`src/design/mtkg_pkg.sv`:
```
// Package for the MT19937 keystream generator.
// Holds the generator constants, the seeder handoff type and the twist/temper functions.
// No dependencies.
package mtkg_pkg;

  localparam int unsigned MT_N = 624;
  localparam int unsigned MT_M = 397;
  localparam int unsigned WORD_W = 32;
  localparam int unsigned BYTE_W = 8;
  localparam int unsigned IDX_W = $clog2(MT_N);

  localparam logic [WORD_W-1:0] MT_MATRIX = 32'h9908_b0df;
  localparam logic [WORD_W-1:0] MT_UPPER = 32'h8000_0000;
  localparam logic [WORD_W-1:0] MT_LOWER = 32'h7fff_ffff;
  localparam logic [WORD_W-1:0] MT_MULT = 32'd1812433253;
  localparam logic [WORD_W-1:0] MT_TEMPER_B = 32'h9d2c_5680;
  localparam logic [WORD_W-1:0] MT_TEMPER_C = 32'hefc6_0000;
  localparam logic [WORD_W-1:0] SEED_RESET = 32'd5489;

  // Seeder to chain: busy while pushing seeded words into the tail
  typedef struct packed {
    logic              busy;
    logic [WORD_W-1:0] word;
  } seed_push_t;

  // One twist step from the head word, its neighbor and the far tap
  function automatic logic [WORD_W-1:0] mt_twist(
    input logic [WORD_W-1:0] a,
    input logic [WORD_W-1:0] b,
    input logic [WORD_W-1:0] far
  );
    logic [WORD_W-1:0] y;
    logic [WORD_W-1:0] r;
    y = (a & MT_UPPER) | (b & MT_LOWER);
    r = far ^ (y >> 1);
    if (y[0]) begin
      r = r ^ MT_MATRIX;
    end
    return r;
  endfunction

  // Output tempering
  function automatic logic [WORD_W-1:0] mt_temper(input logic [WORD_W-1:0] w);
    logic [WORD_W-1:0] y;
    y = w ^ (w >> 11);
    y = y ^ ((y << 7) & MT_TEMPER_B);
    y = y ^ ((y << 15) & MT_TEMPER_C);
    y = y ^ (y >> 18);
    return y;
  endfunction

endpackage

```
`src/design/mtkg_cell.sv`:
```
// One 32-bit stage of the state shift chain.
// Loads its neighbor's word whenever the chain advances.
// Depends on mtkg_pkg.
module mtkg_cell (
  input  logic                        clk,
  input  logic                        shift,
  input  logic [mtkg_pkg::WORD_W-1:0] d,
  output logic [mtkg_pkg::WORD_W-1:0] q
);
  import mtkg_pkg::*;

  // Stage register, no reset: contents come from seeding
  always_ff @(posedge clk) begin
    if (shift) begin
      q <= d;
    end
  end

endmodule

```
`config.mk`:
```
export PLATFORM = sky130hd
export DESIGN_NAME = mtkg_cell
export DESIGN_NICKNAME = d
export VERILOG_FILES = /design/src/design/mtkg_pkg.sv /design/src/design/mtkg_cell.sv
export SDC_FILE = /design/constraint.sdc
export NUM_CORES = 1
export LEC_CHECK = 0
export ABC_AREA = 1
export BUFFER_PORTS_ARGS = -buffer_cell sky130_fd_sc_hd__buf_2
export CORE_AREA = 5 5 44 74
export DETAILED_ROUTE_END_ITERATION = 6
export DIE_AREA = 0 0 49 79
export PLACE_DENSITY = 0.81
export SLEW_MARGIN = 10
export SYNTH_ARGS = -nofsm -noshare
export SYNTH_HDL_FRONTEND = slang
export SYNTH_SLANG_ARGS = --single-unit
```
`constraint.sdc`:
```
create_clock -name clk -period 0.8 [get_ports clk]
set_input_delay 0.08 -clock clk [delete_from_list [all_inputs] [get_ports clk]]
set_output_delay 0.08 -clock clk [all_outputs]
set_load 0.01 [all_outputs]
```
==> flow_summary.toml, run 1 <==
[timing]
timing.fmax_ghz = 1.15
slew_headroom_pct = 92.9
rsz0062_at_grt = "true"
hold-worst-slack_ns = 0.231
final_max_slew_viol_count = 0
final-setup-viol-count = 32
fin_crit_sh_pct = 109
tightest_slew_ns = 0.108
setup_slack_ns = -0.0719
min_period_ns = 0.872
finalHoldViolations = 0

[global_route]
grt_pass1_vias = 802
grt_max_degree = 18
grt_overflow = 0
antenna_found_initial = 0
grt_pass1_wl_um = 3640
grt_usage_pct = 13.0

[setup_path]
critical_path_class = "flop to output pin"
cp_slowest_cell = "edfxtp_1"
startpoint_type = "flop"
crit_buf_inv = 1
cp-end-kind = "output pin"
setup.worst_path.start = "q[11]$_DFFE_PP_"
worstPathRequired_ns = 0.72
crit_family = "flip-flops"
path_cells = "buf_2"
arrival_ns = 0.79
cp_max_fo = 1
max_stage_delay_ns = 0.37

[route]
wl_per_cell_um = 14.0
vias = 696
ant_nets = 0
dr.pass1.iters = 2
drt_iter0_markers = 4
drc = 0
wirelength_um = 2320
routed_via_density = 4.19

[cells_and_area]
multiInputGateArea_um2 = 0
largest_reg_flops = 32
fin_util_pct = 67.0
area_growth_pct = 83.2
regMostFlops = "q"
diodes = 0
stdcell_area_um2 = 1760
multi_input_cells = 0
n_fill_cell = 203
nNetsFinal = 172
top_regs = "q (32)"
layout-drive-gt1-share_pct = 51.8

[placement]
place_area_um2 = 1360
globalplace.congestion = 0.616
port_buffers = 65

[yosys]
yosysUniqueCellTypes = 1
synth_top_area_share_pct = 100
netlist_top_cells_area = "edfxtp_1"
synthCells = 32
syn_area_per_cell_um2 = 30.0
synth_area_um2 = 961
yosysSeqAreaShare_pct = 100
synth-seq-cells = 32
syn_nets = 66
yosysWarnings = 0
netlist.top_cell.by_area = "edfxtp_1"

[clock_tree]
root_buffer = "clkbuf_8"
clkSlewWorstSetupHoldPaths_ns = 0.06
cts_sinks = 32
clock_path_buffers = 2
cts_made_buffers = 5
cts_max_level = 2
cts_tree = "done"

[floorplanning]
rows = 25
io_pins = 66
fp.dieH_um = 79
start_util_pct = 36.6
dieWidth_um = 49
dieArea_um2 = 3870
fp.coreArea_um2 = 2630

[power_and_ir_drop]
irDropWorstVdd_mv = 1.65
p_leak_nw = 0.761
powerDensity_nw_per_um2 = 2040

[hold_path]
hold_path.class = "primary input to flop"
hold_start = "shift"

[flow_run]
maxCapViolCount = 0

[status]
violations = "setup timing"
status = "complete, but fails checks"
kinds of logic after synthesis:
logic type  count (synthesis)  share of synthesized area, %
DFF                        32                           100
cell usage after synthesis:
cell type / n
edfxtp_1: 32
cells in the final DEF, fill, tap and decap left out:
cell type,count
clkbuf_1,2
clkinv_1,1
buf_12,2
buf_2,65
edfxtp_1,32
dlygate4sd3_1,32
clkbuf_8,5
metrics by stage:
stage,setup TNS [ns],cells,power [mW],setup WS (ns)
after global placement,0,126,2.37,0.125
after CTS,-2.21,166,3.65,-0.0933
after detailed placement,0,126,2.39,0.119
after floorplan,0,32,2.14,0.326
after global routing,-3.01,166,3.76,-0.130
final,-1.65,166,3.59,-0.0719
metal layers:
metal / track usage [%] / share of wire, % / routed length (um)
met4: 7.28 / 2.2 / 51
met5: 0 / 0 / 0
met2: 21.3 / 53 / 1230
met3: 7.69 / 12 / 279
met1: 12.1 / 33 / 760
where the power goes:
part           switching (mW)  total [mW]  internal (mW)  leakage (nW)
clock                   0.512        1.12          0.604        0.0399
combinational           0.189       0.449          0.259         0.408
sequential             0.0283        2.02           1.99         0.313
total                   0.730        3.59           2.86         0.761
cell type report:
type / instances / area [um^2] / area share (%)
Sequential cell: 32 / 961 / 54.6
Timing Repair Buffer: 99 / 686 / 38.9
Clock buffer: 7 / 76.3 / 4.34
Tap cell: 27 / 33.8 / 1.92
Clock inverter: 1 / 3.75 / 0.213
path summary, 6_finish.rpt:
kind / endpoint / slack [ns] / cells past startpoint
hold / removal: q[11]$_DFFE_PP_ / 0.23 / 2
setup / recovery: q[11] / -0.07 / 1
repair_timing:
item                                   CTS  global route
hold buffers                            32             0
setup endpoints to repair               32            32
gates resized for setup                  0             0
endpoints found under the hold margin   32             0
setup buffers                            0             0
gates cloned                             0             0
(Power assumes the default switching activity.)
==> run 2: changes to the inputs <==
- CORE_AREA: 5 5 44 74 -> 5 5 43 73
- CTS_BUF_LIST: unset -> sky130_fd_sc_hd__clkbuf_4
- DIE_AREA: 0 0 49 79 -> 0 0 48 78
- PLACE_DENSITY: 0.81 -> 0.84
- clock period: 0.8 -> 0.9 ns (I/O delays scaled with it)
==> flow_summary.toml, run 2 (same netlist as run 1, synthesis figures left out) <==
[global_route]
grt_pass1_vias = 850
grt_pass1_wl_um = 3700
grt_max_degree = 22
grt_overflow = 0
antenna_found_initial = 0
grt_usage_pct = 14.5

[clock_tree]
cts_made_buffers = 5
cts_max_level = 2
clock_path_buffers = 2
root_buffer = "clkbuf_4"
postCtsResizedCells = 0
cts_tree = "done"
cts_sinks = 32
postCtsSetupRepairBufs = 0
clkSlewWorstSetupHoldPaths_ns = 0.10

[setup_path]
cp-end-kind = "output pin"
crit_family = "flip-flops"
setup.worst_path.start = "q[19]$_DFFE_PP_"
worstPathRequired_ns = 0.81
arrival_ns = 0.86
cp_max_fo = 1
cp_num_cells = 1
cp_slowest_cell = "edfxtp_1"
critPathCapture = "q[19]"
crit_buf_inv = 1
critical_path_class = "flop to output pin"
startpoint_type = "flop"
path_cells = "buf_2"
max_stage_delay_ns = 0.39

[cells_and_area]
area_growth_pct = 81.2
final_common_cell = "buf_2"
diodes = 0
top_regs = "q (32)"
layout-drive-gt1-share_pct = 52.5
stdcell_count = 165
stdcell_area_um2 = 1740
nNetsFinal = 172
multiInputGateArea_um2 = 0
largest_reg_flops = 32
regMostFlops = "q"
n_fill_cell = 166
layout_common_cells = "buf_2, dlygate4sd3_1, edfxtp_1, clkbuf_4, clkinv_1"
fin_util_pct = 70.7
multi_input_cells = 0

[placement]
place_area_um2 = 1350
globalplace.congestion = 0.653
port_buffers = 65
place_inst = 125

[route]
drc = 0
routed_via_density = 4.35
dr.pass1.iters = 4
ant_nets = 0
drt_iter0_markers = 12
vias = 717
wl_per_cell_um = 14.7
wirelength_um = 2430

[timing]
slew_headroom_pct = 91.0
rsz0062_at_grt = "true"
final_max_slew_viol_count = 0
tightest_slew_ns = 0.135
setup_slack_ns = -0.0488
finalHoldViolations = 0
fin_tns_setup_ns = -0.615
timing.fmax_ghz = 1.05
min_period_ns = 0.949
fin_crit_sh_pct = 105
final-setup-viol-count = 30

[floorplanning]
fp.dieH_um = 78
dieArea_um2 = 3740
io_pins = 66
fp.coreArea_um2 = 2460
dieWidth_um = 48
rows = 24
start_util_pct = 39.0

[power_and_ir_drop]
powerDensity_nw_per_um2 = 1830
irDropWorstVdd_mv = 1.85
p_leak_nw = 0.757
power_mw = 3.19

[flow_run]
maxCapViolCount = 0

[status]
violations = "setup timing"
status = "complete, but fails checks"

[hold_path]
hold_path.class = "primary input to flop"
[run 2: cell count changes in the layout (fill, tap and decap cells not counted)]
| cell | previous run | this run |
|---|---|---|
| clkbuf_4 | 0 | 5 |
| clkbuf_8 | 5 | 0 |
| clkbuf_1 | 2 | 0 |
| buf_12 | 2 | 1 |
| buf_4 | 0 | 1 |
| bufinv_16 | 0 | 1 |
| clkinv_1 | 1 | 2 |
[run 2: per-stage QoR]
stage / worst slack, ns / hold slack, ns
CTS: -0.0832 / 0.159
global placement: 0.207 / 0.267
floorplan: 0.416 / 0.189
detailed placement: 0.198 / 0.268
global route: -0.0983 / 0.178
finish: -0.0488 / 0.186
[run 2: layout make-up]
type                  count  area [um^2]  share of cell area [%]
clock buffer              5         37.5                    2.16
clock inverter            3         37.5                    2.16
sequential               32          961                    55.2
tap                      26         32.5                    1.87
timing repair buffer     99          673                    38.6
[run 2: how the worst min path moves through the flow]
stage               start               to  cells past startpoint
floorplan            d[0]   q[0]$_DFFE_PP_                      0
global placement     d[3]   q[3]$_DFFE_PP_                      1
detailed placement  d[29]  q[29]$_DFFE_PP_                      1
CTS                 shift  q[12]$_DFFE_PP_                      2
global route        shift  q[12]$_DFFE_PP_                      2
finish              shift  q[12]$_DFFE_PP_                      2
[run 2: layer usage]
| metal | global-route usage (%) | routed length [um] | part of all wire (%) |
|---|---|---|---|
| met5 | 0 | 0 | 0 |
| met4 | 6.47 | 44 | 1.8 |
| met3 | 7.64 | 339 | 14 |
| met1 | 14.1 | 768 | 32 |
| met2 | 24.0 | 1280 | 53 |
[run 2: what timing repair did]
action / in CTS / in global routing
endpoints found under the setup margin: 32 / 32
hold buffers: 32 / 0
hold endpoints to repair: 32 / 0
[run 2: where the power goes]
group	internal, mW	switching (mW)
Sequential	1.77	0.0274
Combinational	0.225	0.169
Clock	0.567	0.429
Total	2.56	0.626
