## src/design/mtkg_pkg.sv

```systemverilog
// Package for the MT19937 keystream generator.
// Holds the generator constants, the seeder handoff type and the twist/temper functions.
// No dependencies.
package mtkg_pkg;

  localparam int unsigned MT_N = 624;
  localparam int unsigned MT_M = 397;
  localparam int unsigned WORD_W = 32;
  localparam int unsigned BYTE_W = 8;
  localparam int unsigned IDX_W = $clog2(MT_N);

  localparam logic [WORD_W-1:0] MT_MATRIX = 32'h9908_b0df;
  localparam logic [WORD_W-1:0] MT_UPPER = 32'h8000_0000;
  localparam logic [WORD_W-1:0] MT_LOWER = 32'h7fff_ffff;
  localparam logic [WORD_W-1:0] MT_MULT = 32'd1812433253;
  localparam logic [WORD_W-1:0] MT_TEMPER_B = 32'h9d2c_5680;
  localparam logic [WORD_W-1:0] MT_TEMPER_C = 32'hefc6_0000;
  localparam logic [WORD_W-1:0] SEED_RESET = 32'd5489;

  // Seeder to chain: busy while pushing seeded words into the tail
  typedef struct packed {
    logic              busy;
    logic [WORD_W-1:0] word;
  } seed_push_t;

  // One twist step from the head word, its neighbor and the far tap
  function automatic logic [WORD_W-1:0] mt_twist(
    input logic [WORD_W-1:0] a,
    input logic [WORD_W-1:0] b,
    input logic [WORD_W-1:0] far
  );
    logic [WORD_W-1:0] y;
    logic [WORD_W-1:0] r;
    y = (a & MT_UPPER) | (b & MT_LOWER);
    r = far ^ (y >> 1);
    if (y[0]) begin
      r = r ^ MT_MATRIX;
    end
    return r;
  endfunction

  // Output tempering
  function automatic logic [WORD_W-1:0] mt_temper(input logic [WORD_W-1:0] w);
    logic [WORD_W-1:0] y;
    y = w ^ (w >> 11);
    y = y ^ ((y << 7) & MT_TEMPER_B);
    y = y ^ ((y << 15) & MT_TEMPER_C);
    y = y ^ (y >> 18);
    return y;
  endfunction

endpackage

```

## src/design/mtkg_seeder.sv

```systemverilog
// Seed register and seeding sequencer.
// Produces w[0]=seed, w[i]=MULT*(w[i-1]^(w[i-1]>>30))+i, one word per cycle.
// Depends on mtkg_pkg.
module mtkg_seeder (
  input  logic                        clk,
  input  logic                        rst,
  input  logic                        seed_we,
  input  logic [mtkg_pkg::WORD_W-1:0] seed_data,
  output mtkg_pkg::seed_push_t        push
);
  import mtkg_pkg::*;

  logic              busy;
  logic [IDX_W-1:0]  idx;
  logic [WORD_W-1:0] seed;
  logic [WORD_W-1:0] prev;
  logic [WORD_W-1:0] mix;
  logic [WORD_W-1:0] prod;
  logic [WORD_W-1:0] word;

  // Recurrence: one constant multiply, then add the index
  always_comb begin
    mix  = prev ^ (prev >> 30);
    prod = mix * MT_MULT;
    if (idx == '0) begin
      word = seed;
    end else begin
      word = prod + {{(WORD_W-IDX_W){1'b0}}, idx};
    end
  end

  assign push.busy = busy;
  assign push.word = word;

  // Control: a seed write restarts the sweep
  always_ff @(posedge clk) begin
    if (rst) begin
      busy <= 1'b1;
      idx  <= '0;
      seed <= SEED_RESET;
    end else if (seed_we) begin
      busy <= 1'b1;
      idx  <= '0;
      seed <= seed_data;
    end else if (busy) begin
      idx <= idx + 1'b1;
      if (idx == IDX_W'(MT_N - 1)) begin
        busy <= 1'b0;
      end
    end
  end

  // Last pushed word feeds the next step
  always_ff @(posedge clk) begin
    if (busy) begin
      prev <= word;
    end
  end

endmodule

```

## config.mk

```make
export PLATFORM = sky130hd
export DESIGN_NAME = mtkg_seeder
export DESIGN_NICKNAME = d
export VERILOG_FILES = /design/src/design/mtkg_pkg.sv /design/src/design/mtkg_seeder.sv
export SDC_FILE = /design/constraint.sdc
export NUM_CORES = 1
export LEC_CHECK = 0
export CAP_MARGIN = 40
export CORE_MARGIN = 2
export CORE_UTILIZATION = 67
export DETAILED_ROUTE_END_ITERATION = 10
export DONT_BUFFER_PORTS = 1
export GPL_TIMING_DRIVEN = 1
export PLACE_DENSITY = 0.83
export SYNTH_ARGS = -nofsm -noshare
export SYNTH_HDL_FRONTEND = slang
export SYNTH_SLANG_ARGS = --single-unit
```

## constraint.sdc

```tcl
create_clock -name clk -period 8.6 [get_ports clk]
set_input_delay 0.86 -clock clk [delete_from_list [all_inputs] [get_ports clk]]
set_output_delay 0.86 -clock clk [all_outputs]
set_load 0.02 [all_outputs]
```

==> results of run 1 <==
logic make-up after synthesis:
group           Yosys count
fa+ha+maj               392
buf+inv                 284
simple gates            169
compound gates          101
flops                    75
xor+xnor                 68
mux                      27
layout make-up:
type | instances | area [µm²]
flip-flops and latches | 75 | 1823
clock buffers | 10 | 250.2
well taps | 220 | 275.3
fillers | 1166 | 4604
inverters | 263 | 987.2
clock inverters | 6 | 57.56
repair buffers | 15 | 107.6
multi-input cells | 757 | 8419
state kept, by name, summed over array words and instances, names as in the netlist:
register / count
idx: 10
seed: 32
busy: 1
prev: 32
cells in the mapped netlist (2+ instances only):
| library cell | count |
|---|---|
| inv_1 | 263 |
| ha_1 | 239 |
| fa_1 | 153 |
| nor2_1 | 69 |
| xnor2_1 | 48 |
| dfxtp_1 | 43 |
| nand2_1 | 36 |
| a21oi_1 | 33 |
| edfxtp_1 | 32 |
| mux2i_1 | 27 |
| xor2_1 | 20 |
| o21ai_0 | 19 |
| clkbuf_1 | 12 |
| nor2b_1 | 11 |
| nand3_1 | 9 |
| a211o_1 | 7 |
| a21o_1 | 7 |
| nand4_1 | 7 |
| o21a_1 | 7 |
| a211oi_1 | 5 |
| buf_1 | 5 |
| nand2b_1 | 5 |
| nor3_1 | 5 |
| o21ai_1 | 5 |
| nor3b_1 | 4 |
| and3_1 | 3 |
| and4_1 | 3 |
| a31o_1 | 2 |
| and2_1 | 2 |
| buf_2 | 2 |
| nor4_2 | 2 |
| o21bai_1 | 2 |
| o31ai_1 | 2 |
| or2_2 | 2 |
| or3_1 | 2 |
critical path, cell delays in order (launching register included):
cell and delay, ns:
edfxtp_1 0.44, xor2_1 0.16, buf_4 0.21, inv_1 0.10, xnor2_1 0.13, buf_4 0.18
ha_1 0.18, or2_2 0.29, ha_1 0.27, inv_1 0.05, fa_1 0.48, inv_1 0.04
ha_1 0.18, fa_1 0.48, fa_1 0.52, fa_1 0.50, inv_1 0.05, fa_1 0.48
inv_1 0.05, ha_1 0.40, and4_1 0.27, and3_1 0.17, nand3_1 0.11, nor4_2 0.23
nor4_2 0.12, o21a_1 0.21, o21a_1 0.19, nor3_2 0.45
final timing paths:
kind,startpoint,end,slack (ns),cells past startpoint
max,prev[31]$_DFFE_PP_,push[31],0.44,27
min,seed[25]$_SDFFE_PP0P_,seed[25]$_SDFFE_PP0P_,0.49,2
min reg2reg,seed[25]$_SDFFE_PP0P_,seed[25]$_SDFFE_PP0P_,0.49,2
max reg2reg,prev[31]$_DFFE_PP_,prev[31]$_DFFE_PP_,1.38,27
per-stage QoR:
stage                     area, µm²  hold slack [ns]
after floorplan               11310           0.4602
after global placement        11600           0.4747
after detailed placement      11610           0.4816
after CTS                     11920           0.5003
after global routing          11920           0.5240
final                         11920           0.4916
routing by layer:
metal	global-route usage, %	vias up	share of wire, %
li1	-	3600	-
met1	43.00	3745	42
met2	52.31	258	46
met3	5.971	74	7.0
met4	14.60	0	4.5
met5	0	-	0
==> impl_metrics.yaml, run 1 <==
routing:
  dr_total_vias: 7677
  viasPerCell: 5.704
  firstDrtPassIters: 5
  first_iter_violations: 522
  final_antenna_net_count: 0
  drc_errors: 0
  wl_um: 26720
  post_drt_wl_per_cell_um: 19.85
place:
  routabilityCongestion: 0.9520
  io_buffers: 0
  pre_cts_slack_ns: 0.8898
  placed_cells: 1330
  post-dp-hpwl_um: 21900
sta:
  finalClockSkew_ns: 0.01190
  timing.final.ws_setup_ns: 0.4418
  setup_violations: 0
  maxSlewHeadroom_pct: 42.94
  slew_viol_final: 0
  period_share_pct: 94.86
  min_period_ns: 8.158
  max_freq_mhz: 122.6
  setup_tns_ns: 0
  worstMarginPinSlew_ns: 0.8559
  hold_viol: 0
  rsz0062_at_grt: "no"
setup_path:
  startpoint_type: "flip-flop"
  critPathArrivalTime_ns: 7.30
  critPathKind: "reg -> out"
  cp_max_fo: 9
  cp-end-kind: "output pin"
  required_ns: 7.74
clocking:
  cts_tree: "yes"
  clock-root-buffer: "clkbuf_16"
  cts_buffer_depth: 2
  clkLatencyLatePin_ns: 0.34
  clk_pin_slew_ns: 0.07
  holdBufCountCts: 0
  cts_buffers: 9
  htreeDepth: 3
  cts_setup_buffers: 0
  cts.repair.resized: 0
  cts.sinks: 75
floorplanning:
  die_w_um: 134.0
  start_util_pct: 68.47
  die_area_um2: 17940
  ios: 68
  design.core.area_um2: 16520
  die_y_um: 134.0
  row_count: 47
yosys:
  synth_nets: 1543
  synth_top_family_by_area: "adder cells"
  synthTopCellsByArea: "fa_1 (27%), ha_1 (26%), inv_1 (8.7%)"
  synthFlopType: "dfxtp_1"
  synth_warnings: 0
  yosysTopAreaCellShare_pct: 27.07
  synth_fa_ha_area_share_pct: 53.50
  synth_top_area_cell: "fa_1"
  avgSynthCellArea_um2: 10.14
  synth_cell_type_count: 58
  ys_ff_latch: 75
  synth-simple-area-share_pct: 7.276
  synthMuxAreaShare_pct: 2.389
  synthCells: 1116
  synth_edf_count: 32
  synth_seq_area_share_pct: 16.10
  async_flop_share_pct: 0
  synth_xor_area_share_pct: 5.264
  synth_area_um2: 11310
  synth-compound-area-share_pct: 5.983
layout:
  fin_nets: 1548
  final_cells: 1346
  diodes: 0
  area_growth_pct: 5.352
  mostFrequentLayoutCells: "inv_1 (263), ha_1 (239), fa_1 (153)"
  final_common_cell: "inv_1"
  finish.utilization_pct: 72.14
  drive_above_1_share_pct: 3.996
global_routing:
  first_global_vias: 8414
  globalRouteOverflowTotal: 0
  grt_max_degree: 41
  antenna_found_initial: 0
  grt_pass1_wl_um: 43970
  global_route.usage.total_pct: 32.43
flow_run:
  maxCapViolCount: 0
status:
  status: "completed"
hold_path:
  hold_path.class: "reg -> reg"
Power of run 1 is not shown: default switching activity piles up to over one toggle a cycle in this logic, so the estimate is an artifact.
==> inputs of run 2 (changes only) <==
--- a/config.mk
+++ b/config.mk
@@ -11,7 +11,7 @@
 export DETAILED_ROUTE_END_ITERATION = 10
 export DONT_BUFFER_PORTS = 1
 export GPL_TIMING_DRIVEN = 1
-export PLACE_DENSITY = 0.83
+export PLACE_DENSITY = 0.85
 export SYNTH_ARGS = -nofsm -noshare
 export SYNTH_HDL_FRONTEND = slang
 export SYNTH_SLANG_ARGS = --single-unit
==> impl_metrics.yaml, run 2 (same netlist as run 1, synthesis figures left out) <==
status:
  status: "completed"
sta:
  setup_violations: 0
  hold_viol: 0
  period_share_pct: 93.44
  max_freq_mhz: 124.4
  finalClockSkew_ns: 0.006517
  finalHoldWorstSlack_ns: 0.5004
  maxSlewHeadroom_pct: 43.59
  min_period_ns: 8.036
  rsz0062_at_grt: "no"
  setup_tns_ns: 0
  worstMarginPinSlew_ns: 0.8374
  slew_viol_final: 0
flow_run:
  maxCapViolCount: 0
layout:
  area_growth_pct: 5.374
  fin_area_um2: 11920
  reg.largest.list: "prev x32, seed x32, idx x10"
  fill_cells: 1171
  final_common_cell: "inv_1"
  fin_nets: 1548
  drive_above_1_share_pct: 3.996
  mostFrequentLayoutCells: "inv_1 (263), ha_1 (239), fa_1 (153)"
  diodes: 0
place:
  post-dp-hpwl_um: 22450
  routabilityCongestion: 0.9675
  placed_area_um2: 11610
  io_buffers: 0
global_routing:
  global_route.usage.total_pct: 33.33
  grt_max_degree: 41
  first_global_vias: 8571
  antenna_found_initial: 0
  grt_pass1_wl_um: 44970
  globalRouteOverflowTotal: 0
routing:
  first_iter_violations: 486
  post_drt_wl_per_cell_um: 20.58
  wl_um: 27700
  drc_errors: 0
  viasPerCell: 5.814
  dr_total_vias: 7825
  final_antenna_net_count: 0
  firstDrtPassIters: 5
clocking:
  cts.repair.resized: 0
  clk_pin_slew_ns: 0.07
  cts_setup_buffers: 0
  cts.sinks: 75
  cts_buffers: 9
  holdBufCountCts: 0
  cts_buffer_depth: 2
  clock-root-buffer: "clkbuf_16"
  cts_tree: "yes"
  htreeDepth: 3
  clkLatencyLatePin_ns: 0.34
floorplanning:
  die_w_um: 134.0
  row_count: 47
  start_util_pct: 68.47
  ios: 68
  design.core.area_um2: 16520
  die_y_um: 134.0
  die_area_um2: 17940
setup_path:
  startpoint_type: "flip-flop"
  required_ns: 7.74
  cp-end-kind: "output pin"
  critPathArrivalTime_ns: 7.18
  critPathKind: "reg -> out"
  cp_max_fo: 9
hold_path:
  hold_path.class: "reg -> reg"
==> run 2: cell count changes in the layout (fill, tap and decap cells not counted) <==
cell	change
clkinv_8	+1
buf_2	+2
clkinv_4	+1
buf_4	-2
inv_6	-2
==> run 2: worst max-delay path, stage by stage (launching register included) <==
cell and delay (ns):
edfxtp_1 0.44, xor2_1 0.17, buf_4 0.17, xnor2_1 0.13
buf_4 0.17, ha_1 0.18, or2_2 0.30, ha_1 0.28
inv_1 0.05, fa_1 0.47, inv_1 0.04, ha_1 0.18
fa_1 0.48, fa_1 0.54, fa_1 0.50, inv_1 0.05
fa_1 0.48, inv_1 0.05, ha_1 0.39, and4_1 0.30
and3_1 0.17, nand3_1 0.11, nor4_2 0.26, nor4_2 0.12
o21a_1 0.21, o21a_1 0.19, nor3_2 0.41
==> run 2: per-layer routing <==
metal	routed length [µm]	vias up	global-route usage (%)
met1	11200	3820	43.49
met2	12750	334	53.85
met5	0	-	0
met4	933	0	10.99
li1	-	3596	-
met3	2822	75	9.637
==> run 2: worst paths after layout <==
check | from | end | slack [ns] | depth (start not counted)
setup / recovery | prev[30]$_DFFE_PP_ | push[31] | 0.56 | 26
hold / removal | seed[31]$_SDFFE_PP0P_ | seed[31]$_SDFFE_PP0P_ | 0.50 | 2
setup reg to reg | prev[30]$_DFFE_PP_ | prev[31]$_DFFE_PP_ | 1.51 | 26
hold reg to reg | seed[31]$_SDFFE_PP0P_ | seed[31]$_SDFFE_PP0P_ | 0.50 | 2
==> run 2: per-stage QoR <==
| stage | util (%) | setup WS, ns | std cells |
|---|---|---|---|
| after floorplan | - | 1.256 | 1116 |
| after global placement | 70.12 | 1.134 | 1326 |
| after detailed placement | 70.24 | 1.001 | 1330 |
| after CTS | 72.15 | 0.5946 | 1346 |
| after global routing | 72.15 | 0.2507 | 1346 |
| final | 72.15 | 0.5643 | 1346 |
==> run 2: layout make-up <==
cell class                 instances  area [µm²]  share of cell area [%]
inverter                         263       987.2                   8.280
multi-input combinational        757        8419                   70.62
tap                              220       275.3                   2.309
sequential                        75        1823                   15.29
clock inverter                     6       65.06                  0.5457
timing repair buffer              15       102.6                  0.8605
clock buffer                      10       250.2                   2.099
Power of run 2 is left out for the same reason.
